`src/sv/cgs_pkg.sv`:
```
`timescale 1ns / 1ps
`default_nettype none
package cgs_pkg;

  localparam int unsigned SampleW = 10;
  localparam int unsigned GearW   = 5;
  localparam int unsigned PassW   = 9;
  localparam int unsigned TickW   = 10;
  localparam int unsigned LimitW  = 8;
  localparam int unsigned FrontW  = 11;
  localparam int unsigned StepsW  = 10;
  localparam int unsigned CfgIdxW = 3;
  localparam int unsigned CfgW    = 10;

  localparam logic [FrontW-1:0] FrontPosMid  = 11'd1100;
  localparam logic [FrontW-1:0] FrontPosHigh = 11'd1800;
  localparam logic [StepsW-1:0] StepsUp      = 10'd500;
  localparam logic [StepsW-1:0] StepsDown    = 10'd1000;
  localparam logic [PassW-1:0]  PassMax      = 9'd511;

  localparam logic [SampleW-1:0] LowThresholdRst  = 10'd200;
  localparam logic [SampleW-1:0] HighThresholdRst = 10'd700;
  localparam logic [TickW-1:0]   WindowTicksRst   = 10'd300;
  localparam logic [LimitW-1:0]  UpLimitRst       = 8'd5;
  localparam logic [LimitW-1:0]  DownBelowRst     = 8'd3;
  localparam logic [LimitW-1:0]  DownMinRst       = 8'd1;

  typedef enum logic [1:0] {
    SHIFT_NONE = 2'd0,
    SHIFT_UP   = 2'd1,
    SHIFT_DOWN = 2'd2
  } shift_e;

  typedef enum logic {
    KIND_SAMPLE = 1'b0,
    KIND_TICK   = 1'b1
  } kind_e;

  typedef enum logic [CfgIdxW-1:0] {
    CFG_LOW_THRESHOLD  = 3'd0,
    CFG_HIGH_THRESHOLD = 3'd1,
    CFG_WINDOW_TICKS   = 3'd2,
    CFG_UP_LIMIT       = 3'd3,
    CFG_DOWN_BELOW     = 3'd4,
    CFG_DOWN_MIN       = 3'd5
  } cfg_idx_e;

  typedef struct packed {
    logic [SampleW-1:0] low_threshold;
    logic [SampleW-1:0] high_threshold;
    logic [TickW-1:0]   window_ticks;
    logic [LimitW-1:0]  up_limit;
    logic [LimitW-1:0]  down_below;
    logic [LimitW-1:0]  down_min;
  } cgs_cfg_t;

  typedef struct packed {
    kind_e              kind;
    logic [SampleW-1:0] sample;
  } cgs_item_t;

  // Packed so that shift lands in the lowest bits.
  typedef struct packed {
    logic              display_update;
    logic              indicator;
    logic [StepsW-1:0] rear_steps;
    logic [FrontW-1:0] front_position;
    logic [GearW-1:0]  gear;
    shift_e            shift;
  } cgs_result_t;

  function automatic logic [FrontW-1:0] front_pos(input logic [GearW-1:0] gear);
    logic [FrontW-1:0] pos;
    pos = '0;
    unique case (gear)
      5'd2, 5'd5, 5'd8, 5'd11, 5'd12, 5'd15:             pos = FrontPosMid;
      5'd6, 5'd10, 5'd13, 5'd14, 5'd16, 5'd17:           pos = FrontPosHigh;
      default:                                           pos = '0;
    endcase
    return pos;
  endfunction

endpackage
`default_nettype wire

```
`src/sv/cgs_cfg_regs.sv`:
```
`timescale 1ns / 1ps
`default_nettype none
module cgs_cfg_regs
  import cgs_pkg::*;
(
  input  wire logic               clk_i,
  input  wire logic               rst_ni,
  input  wire logic               cfg_valid_i,
  output logic                    cfg_ready_o,
  input  wire logic [CfgIdxW-1:0] cfg_index_i,
  input  wire logic [CfgW-1:0]    cfg_data_i,
  output cgs_cfg_t                cfg_o
);

  cgs_cfg_t cfg_q, cfg_d;

  assign cfg_ready_o = 1'b1;

  always_comb begin
    cfg_d = cfg_q;
    if (cfg_valid_i) begin
      case (cfg_idx_e'(cfg_index_i))
        CFG_LOW_THRESHOLD:  cfg_d.low_threshold  = cfg_data_i;
        CFG_HIGH_THRESHOLD: cfg_d.high_threshold = cfg_data_i;
        CFG_WINDOW_TICKS:   cfg_d.window_ticks   = cfg_data_i;
        CFG_UP_LIMIT:       cfg_d.up_limit       = cfg_data_i[LimitW-1:0];
        CFG_DOWN_BELOW:     cfg_d.down_below     = cfg_data_i[LimitW-1:0];
        CFG_DOWN_MIN:       cfg_d.down_min       = cfg_data_i[LimitW-1:0];
        default:            cfg_d = cfg_q;
      endcase
    end
  end

  always_ff @(posedge clk_i or negedge rst_ni) begin
    if (!rst_ni) begin
      cfg_q.low_threshold  <= LowThresholdRst;
      cfg_q.high_threshold <= HighThresholdRst;
      cfg_q.window_ticks   <= WindowTicksRst;
      cfg_q.up_limit       <= UpLimitRst;
      cfg_q.down_below     <= DownBelowRst;
      cfg_q.down_min       <= DownMinRst;
    end else begin
      cfg_q <= cfg_d;
    end
  end

  assign cfg_o = cfg_q;

endmodule
`default_nettype wire

```
`src/sv/cgs_core.sv`:
```
`timescale 1ns / 1ps
`default_nettype none
module cgs_core
  import cgs_pkg::*;
#(
  parameter int unsigned NUM_GEARS = 18
) (
  input  wire logic      clk_i,
  input  wire logic      rst_ni,
  input  wire logic      advance_i,
  input  wire cgs_item_t item_i,
  input  wire cgs_cfg_t  cfg_i,
  output cgs_result_t    result_o
);

  localparam logic [GearW-1:0] GearMax = GearW'(NUM_GEARS - 1);

  logic             armed_q, armed_d;
  logic             ind_q, ind_d;
  logic [PassW-1:0] pass_q, pass_d;
  logic [TickW-1:0] tick_q, tick_d;
  logic [GearW-1:0] gear_q, gear_d;

  logic [TickW:0]   tick_next;
  logic             eval;
  logic             up_req;
  logic             down_req;

  assign tick_next = {1'b0, tick_q} + 1'b1;
  assign eval      = (item_i.kind == KIND_TICK) && (tick_next > {1'b0, cfg_i.window_ticks});
  assign up_req    = pass_q > {1'b0, cfg_i.up_limit};
  assign down_req  = (pass_q < {1'b0, cfg_i.down_below}) && (pass_q >= {1'b0, cfg_i.down_min});

  always_comb begin
    armed_d  = armed_q;
    ind_d    = ind_q;
    pass_d   = pass_q;
    tick_d   = tick_q;
    gear_d   = gear_q;
    result_o = '{display_update: 1'b0, indicator: 1'b0, rear_steps: '0,
                 front_position: '0, gear: '0, shift: SHIFT_NONE};
    if (item_i.kind == KIND_SAMPLE) begin
      if (armed_q && (item_i.sample <= cfg_i.low_threshold)) begin
        if (pass_q != PassMax) begin
          pass_d = pass_q + 1'b1;
        end
        armed_d = 1'b0;
        ind_d   = 1'b1;
      end else if (!armed_q && (item_i.sample >= cfg_i.high_threshold)) begin
        armed_d = 1'b1;
        ind_d   = 1'b0;
      end
    end else if (eval) begin
      if (up_req) begin
        result_o.display_update = 1'b1;
        if (gear_q != GearMax) begin
          gear_d                  = gear_q + 1'b1;
          result_o.shift          = SHIFT_UP;
          result_o.front_position = front_pos(gear_d);
          result_o.rear_steps     = StepsUp;
        end
      end else if (down_req && (gear_q != '0)) begin
        gear_d                  = gear_q - 1'b1;
        result_o.shift          = SHIFT_DOWN;
        result_o.front_position = front_pos(gear_d);
        result_o.rear_steps     = StepsDown;
        result_o.display_update = 1'b1;
      end
      tick_d = '0;
      pass_d = '0;
    end else begin
      tick_d = tick_next[TickW-1:0];
    end
    result_o.gear      = gear_d;
    result_o.indicator = ind_d;
  end

  always_ff @(posedge clk_i or negedge rst_ni) begin
    if (!rst_ni) begin
      armed_q <= 1'b1;
      ind_q   <= 1'b1;
      pass_q  <= '0;
      tick_q  <= '0;
      gear_q  <= '0;
    end else if (advance_i) begin
      armed_q <= armed_d;
      ind_q   <= ind_d;
      pass_q  <= pass_d;
      tick_q  <= tick_d;
      gear_q  <= gear_d;
    end
  end

`ifndef NO_ASSERTIONS
  a_gear_bound: assert property (@(posedge clk_i) disable iff (!rst_ni)
    gear_q <= GearMax)
    else $error("gear index above top gear");

  a_eval_clears: assert property (@(posedge clk_i) disable iff (!rst_ni)
    advance_i && eval |=> (pass_q == '0) && (tick_q == '0))
    else $error("counters not cleared after evaluation");

  a_sample_keeps_gear: assert property (@(posedge clk_i) disable iff (!rst_ni)
    advance_i && (item_i.kind == KIND_SAMPLE) |=> $stable(gear_q))
    else $error("gear moved on a sample");

  a_down_displays: assert property (@(posedge clk_i) disable iff (!rst_ni)
    result_o.shift == SHIFT_DOWN |-> result_o.display_update)
    else $error("downshift without display update");
`endif

endmodule
`default_nettype wire

```
`src/sv/cadence_gear_shift_controller.sv`:
```
`timescale 1ns / 1ps
`default_nettype none
// Cadence gear shift controller.
// Input stream: s_axis_tuser carries the item kind (0 ADC sample, 1 timer tick),
// s_axis_tdata[9:0] the ADC sample. Every item yields exactly one result on the
// master stream: shift code, gear, front position, rear steps, indicator level
// and display update flag, packed in m_axis_tdata from bit 0 up.
// Configuration: cfg_valid_i with cfg_index_i selects one of six registers
// (low/high threshold, window ticks, up limit, down below, down min); writes
// complete when offered; users make them while no item is in flight (unchecked).
// Flow: an accepted item is registered in item_q, processed by the detector,
// window and gear logic, and its result is registered in out_q and shown on
// m_axis. One item per cycle is sustained while m_axis_tready stays high; the
// input register and the result register form a two-deep pipeline.
// Reset: registers return to their default values, the detector is armed, the
// indicator is high, counters and gear are zero, both streams are empty.
// Stall: while m_axis_tready is low the result is held, the pipeline fills,
// and s_axis_tready drops once both stages hold an item.
module cadence_gear_shift_controller
  import cgs_pkg::*;
#(
  parameter int unsigned NUM_GEARS = 18
) (
  input  wire logic               clk_i,
  input  wire logic               rst_ni,
  input  wire logic               s_axis_tvalid,
  output logic                    s_axis_tready,
  input  wire logic [15:0]        s_axis_tdata,  // [9:0] sample
  input  wire logic               s_axis_tuser,  // [0] kind
  output logic                    m_axis_tvalid,
  input  wire logic               m_axis_tready,
  // [1:0] shift, [6:2] gear, [17:7] front_position, [27:18] rear_steps,
  // [28] indicator, [29] display_update
  output logic [31:0]             m_axis_tdata,
  input  wire logic               cfg_valid_i,
  output logic                    cfg_ready_o,
  input  wire logic [CfgIdxW-1:0] cfg_index_i,
  input  wire logic [CfgW-1:0]    cfg_data_i
);

  cgs_cfg_t    cfg;
  cgs_item_t   item_q;
  cgs_result_t result;
  cgs_result_t out_q;
  logic        in_valid_q, in_valid_d;
  logic        out_valid_q, out_valid_d;
  logic        out_ready;
  logic        advance;
  logic        s_accept;

  cgs_cfg_regs u_cfg_regs (
    .clk_i       (clk_i),
    .rst_ni      (rst_ni),
    .cfg_valid_i (cfg_valid_i),
    .cfg_ready_o (cfg_ready_o),
    .cfg_index_i (cfg_index_i),
    .cfg_data_i  (cfg_data_i),
    .cfg_o       (cfg)
  );

  cgs_core #(
    .NUM_GEARS (NUM_GEARS)
  ) u_core (
    .clk_i     (clk_i),
    .rst_ni    (rst_ni),
    .advance_i (advance),
    .item_i    (item_q),
    .cfg_i     (cfg),
    .result_o  (result)
  );

  assign out_ready     = !out_valid_q || m_axis_tready;
  assign advance       = in_valid_q && out_ready;
  assign s_axis_tready = !in_valid_q || out_ready;
  assign s_accept      = s_axis_tvalid && s_axis_tready;

  assign in_valid_d  = s_accept ? 1'b1 : (advance ? 1'b0 : in_valid_q);
  assign out_valid_d = advance ? 1'b1 : ((m_axis_tready) ? 1'b0 : out_valid_q);

  always_ff @(posedge clk_i or negedge rst_ni) begin
    if (!rst_ni) begin
      in_valid_q  <= 1'b0;
      out_valid_q <= 1'b0;
    end else begin
      in_valid_q  <= in_valid_d;
      out_valid_q <= out_valid_d;
    end
  end

  always_ff @(posedge clk_i) begin
    if (s_accept) begin
      item_q.kind   <= kind_e'(s_axis_tuser);
      item_q.sample <= s_axis_tdata[SampleW-1:0];
    end
    if (advance) begin
      out_q <= result;
    end
  end

  assign m_axis_tvalid = out_valid_q;
  assign m_axis_tdata  = {2'b00, out_q};

`ifndef NO_ASSERTIONS
  a_result_follows_item: assert property (@(posedge clk_i) disable iff (!rst_ni)
    advance |=> m_axis_tvalid)
    else $error("processed item produced no result");

  a_no_overwrite: assert property (@(posedge clk_i) disable iff (!rst_ni)
    advance |-> !out_valid_q || m_axis_tready)
    else $error("pending result overwritten");

  a_input_held: assert property (@(posedge clk_i) disable iff (!rst_ni)
    in_valid_q && !advance |=> in_valid_q)
    else $error("buffered item dropped");
`endif

endmodule
`default_nettype wire

```
`config.mk`:
```
export PLATFORM = sky130hd
export DESIGN_NAME = cadence_gear_shift_controller
export DESIGN_NICKNAME = d
export VERILOG_FILES = /design/src/sv/cgs_pkg.sv /design/src/sv/cgs_cfg_regs.sv /design/src/sv/cgs_core.sv /design/src/sv/cadence_gear_shift_controller.sv
export SDC_FILE = /design/constraint.sdc
export NUM_CORES = 1
export LEC_CHECK = 0
export BUFFER_PORTS_ARGS = -buffer_cell sky130_fd_sc_hd__clkbuf_2
export CAP_MARGIN = 5
export CORE_ASPECT_RATIO = 2
export CORE_MARGIN = 4
export CORE_UTILIZATION = 45
export CTS_CLUSTER_DIAMETER = 120
export DETAILED_ROUTE_END_ITERATION = 16
export GPL_TIMING_DRIVEN = 0
export PLACE_DENSITY = 0.64
export SLEW_MARGIN = 0
export SYNTH_ARGS = -nofsm -noshare
export SYNTH_HDL_FRONTEND = slang
export SYNTH_SLANG_ARGS = --single-unit
```
`constraint.sdc`:
```
create_clock -name clk_i -period 2.6 [get_ports clk_i]
set_input_delay 0.26 -clock clk_i [delete_from_list [all_inputs] [get_ports clk_i]]
set_output_delay 0.26 -clock clk_i [all_outputs]
set_load 0.05 [all_outputs]
```
==> run metrics <==
Worst path slowest cell=or3_4; DIE AREA=0.0161 sq mm; LEAKAGE=0.00341 uW; CTS Buf Count=9; pin count of the biggest net entering global routing=67; post-place setup slack=-0.587 ns; clock sinks=106; clock latency on the worst-skew pair=0.35 ns; # rows=61; most frequent CP cell=buf_6; DRC violations left=0; R2R cell count=13; Worst EP required=2.70 ns; mapped cell area=0.00632 sq mm; sequential area share after synthesis=44.3%; DR vias/cell=5.39; final wirelength=15.6 mm; max cap viols=0; Inst Count DP=882; DR pass1 iterations=4; port bufs=51; crit path launch type=register; Final Skew=0.0114 ns; Setup Viol. Count Final=33; Root Buffer=clkbuf_16; FF/Latch Area=0.00280 sq mm; Met1 Wirelength=5.30 mm; stages on the worst setup path=13; RSZ-0062 raised after global routing=true; prevailing post-synth register cell=dfrtp_1; Worst Path Max Fanout=5; Finished Layout Cells=915; CP endpoint kind=register; outcome=finished, violations left; Final #Nets=819; CTS H-Tree Depth=3; Final Cycle Share=107%; Initial Util=45.8%; All-Layer GR Usage=19.8%; CP delay by family, top=simple AND/OR/NAND/NOR gates; GRT overflow=0; IO Count=70; Worst-Margin Slew=1.28 ns; first-pass GRT wire length=24.9 mm; Clock transition at path regs=0.08 ns; clock buffer depth=2; Layout area overhead=19.5%; syn avg cell area=9.99 sq um; post-DP HPWL=11.9 mm; CTS tree=yes; worst path bufs/invs=3; pwr/cell area=735 mW/mm^2; CP arrival=2.88 ns; final hold viol count=0; DR WL/cell=17.0 um; crit path kind=reg2reg; chip height=176 um; highest ir drop seen on vdd=0.485 mV; most frequent cells in the layout=65 x inv_1, 65 x nand2_1, 62 x ha_1; worst relative slew slack=13.8%; met2 WL=9.13 mm; Detail Route met3 WL=390 um; Syn Inst Count=633; antenna violations before repair=0; area taken by multi-input logic gates=0.00328 sq mm; Final ANT Viol Nets=0; Fill cells=1243; fraction of layout cells with a size suffix above 1=28.0%; vias after detailed routing=4932; core area=0.0138 sq mm; routability cong.=0.849; Hold/Removal Path Class=in2reg; vias in the first global route=5113; synth unique cells=61; Worst path max stage delay=0.43 ns; Die W=91.8 um; Yosys Warn Count=0; number of antenna diodes=0; Yosys reg bits=106; Slew Viols, Final=0; slack of the critical path=-0.177 ns; Iter 0 DRT Violations=195; asr flop ratio synth=77.4%; Setup TNS Final=-2.92 ns; Top Metal Used=met4; CP Cell Sequence=buf_6 > buf_4 > nand4_1 > nor2_1 > xor2_1 > ha_1 > nand3_1 > or3_4 > o21ai_4 > a21oi_4 > buf_6 > o21a_1 > xnor2_1; failing checks=negative setup slack; max frequency=0.360 GHz; EDFF count, synth=24; Min Clock Period, post-route=2.78 ns; Hold Crit Depth=1
[power breakdown]
| part | leakage [uW] | internal, uW | switching (uW) |
|---|---|---|---|
| logic | 0.00204 | 784 | 1140 |
| clock network | 0.000151 | 753 | 635 |
| registers | 0.00121 | 2050 | 181 |
| total | 0.00341 | 3590 | 1960 |
[state kept, by name, summed over array words and instances (netlist names)]
signal,flops
u_core.armed_q,1
u_core.tick_q,10
in_valid_q,1
u_core.gear_q,5
u_core.pass_q,9
u_core.ind_q,1
u_cfg_regs.cfg_o,54
m_axis_tvalid,1
item_q,11
m_axis_tdata,13
[layout make-up]
class	count	area share, %
Tap cell	189	3.13
Inverter	66	3.28
Multi-Input combinational cell	431	43.4
Clock inverter	4	0.497
Buffer	37	3.28
Timing Repair Buffer	70	5.78
Sequential cell	106	37.1
Clock buffer	12	3.55
[worst register-to-register path: stages, from the launching register on]
cell     delay, ns
dfrtp_1       0.38
buf_6         0.12
buf_4         0.13
nand4_1       0.12
nor2_1        0.08
xor2_1        0.16
ha_1          0.33
nand3_1       0.15
or3_4         0.43
o21ai_4       0.16
a21oi_4       0.08
buf_6         0.16
o21a_1        0.12
xnor2_1       0.12
[timing repair]
action | CTS | global route
gates cloned | 1 | 0
pin swaps | 15 | 13
hold endpoints to repair | 8 | 0
gates resized for setup | 36 | 28
setup endpoints to repair | 36 | 36
hold buffers | 1 | 0
buffers inserted | 12 | 3
[synthesized netlist by cell type (6+ instances only)]
cell / count / area (sq um)
inv_1: 66 / 248
nand2_1: 65 / 244
ha_1: 63 / 788
dfrtp_1: 62 / 1550
o21ai_0: 57 / 285
edfxtp_1: 24 / 721
mux2_2: 23 / 259
buf_4: 22 / 165
dfstp_2: 20 / 526
a21oi_1: 19 / 95.1
nor2_1: 19 / 71.3
nand3_1: 15 / 75.1
xnor2_1: 15 / 131
nor3_1: 12 / 60.1
clkbuf_1: 10 / 37.5
nand2b_1: 10 / 62.6
nand4_1: 9 / 56.3
a211oi_1: 8 / 60.1
a22o_1: 8 / 70.1
nor2b_1: 8 / 50.1
a21o_1: 7 / 52.6
and2_1: 7 / 43.8
or3_1: 6 / 37.5
[per-stage QoR]
stage	area [sq um]	power, uW	hold WS [ns]	utilization, %
after floorplan	6350	3510	-0.0356	-
after global placement	6840	3910	0.437	49.5
after detailed placement	6870	3980	0.183	49.8
after CTS	7430	5520	0.0734	53.8
after global routing	7550	5890	0.0702	54.7
final	7550	5550	0.0796	54.7
[path summary, 6_finish.rpt]
path	from	end	slack [ns]
max	u_core.tick_q[2]	m_axis_tdata[2]	-0.18
max in group asynchronous	rst_ni	u_cfg_regs.cfg_o[16]	1.58
max reg2reg	u_core.tick_q[2]	m_axis_tdata[2]	-0.18
min reg2reg	u_core.armed_q	u_core.armed_q	0.51
min	s_axis_tdata[9]	item_q[9]	0.08
min in group asynchronous	rst_ni	u_cfg_regs.cfg_o[42]	0.34
[kinds of logic (layout without fill, tap and decap cells)]
logic type,Yosys count,in the layout,share of synthesized area [%]
adder cells (fa/ha/maj),63,63,12.5
buffers and inverters,104,189,7.68
other,2,10,0.119
multiplexers,25,25,4.41
flip-flops,106,106,44.3
XOR/XNOR,19,19,2.63
AND/OR/NAND/NOR,174,174,13.9
AO/OA/AOI/OAI,140,140,14.6
[routing by layer]
layer | global-route usage (%) | up-vias
met5 | 0 | -
li1 | - | 2380
met4 | 11.4 | 0
met1 | 18.8 | 2396
met2 | 39.6 | 109
met3 | 2.06 | 47
No activity file was read; power rests on OpenSTA's default activity.
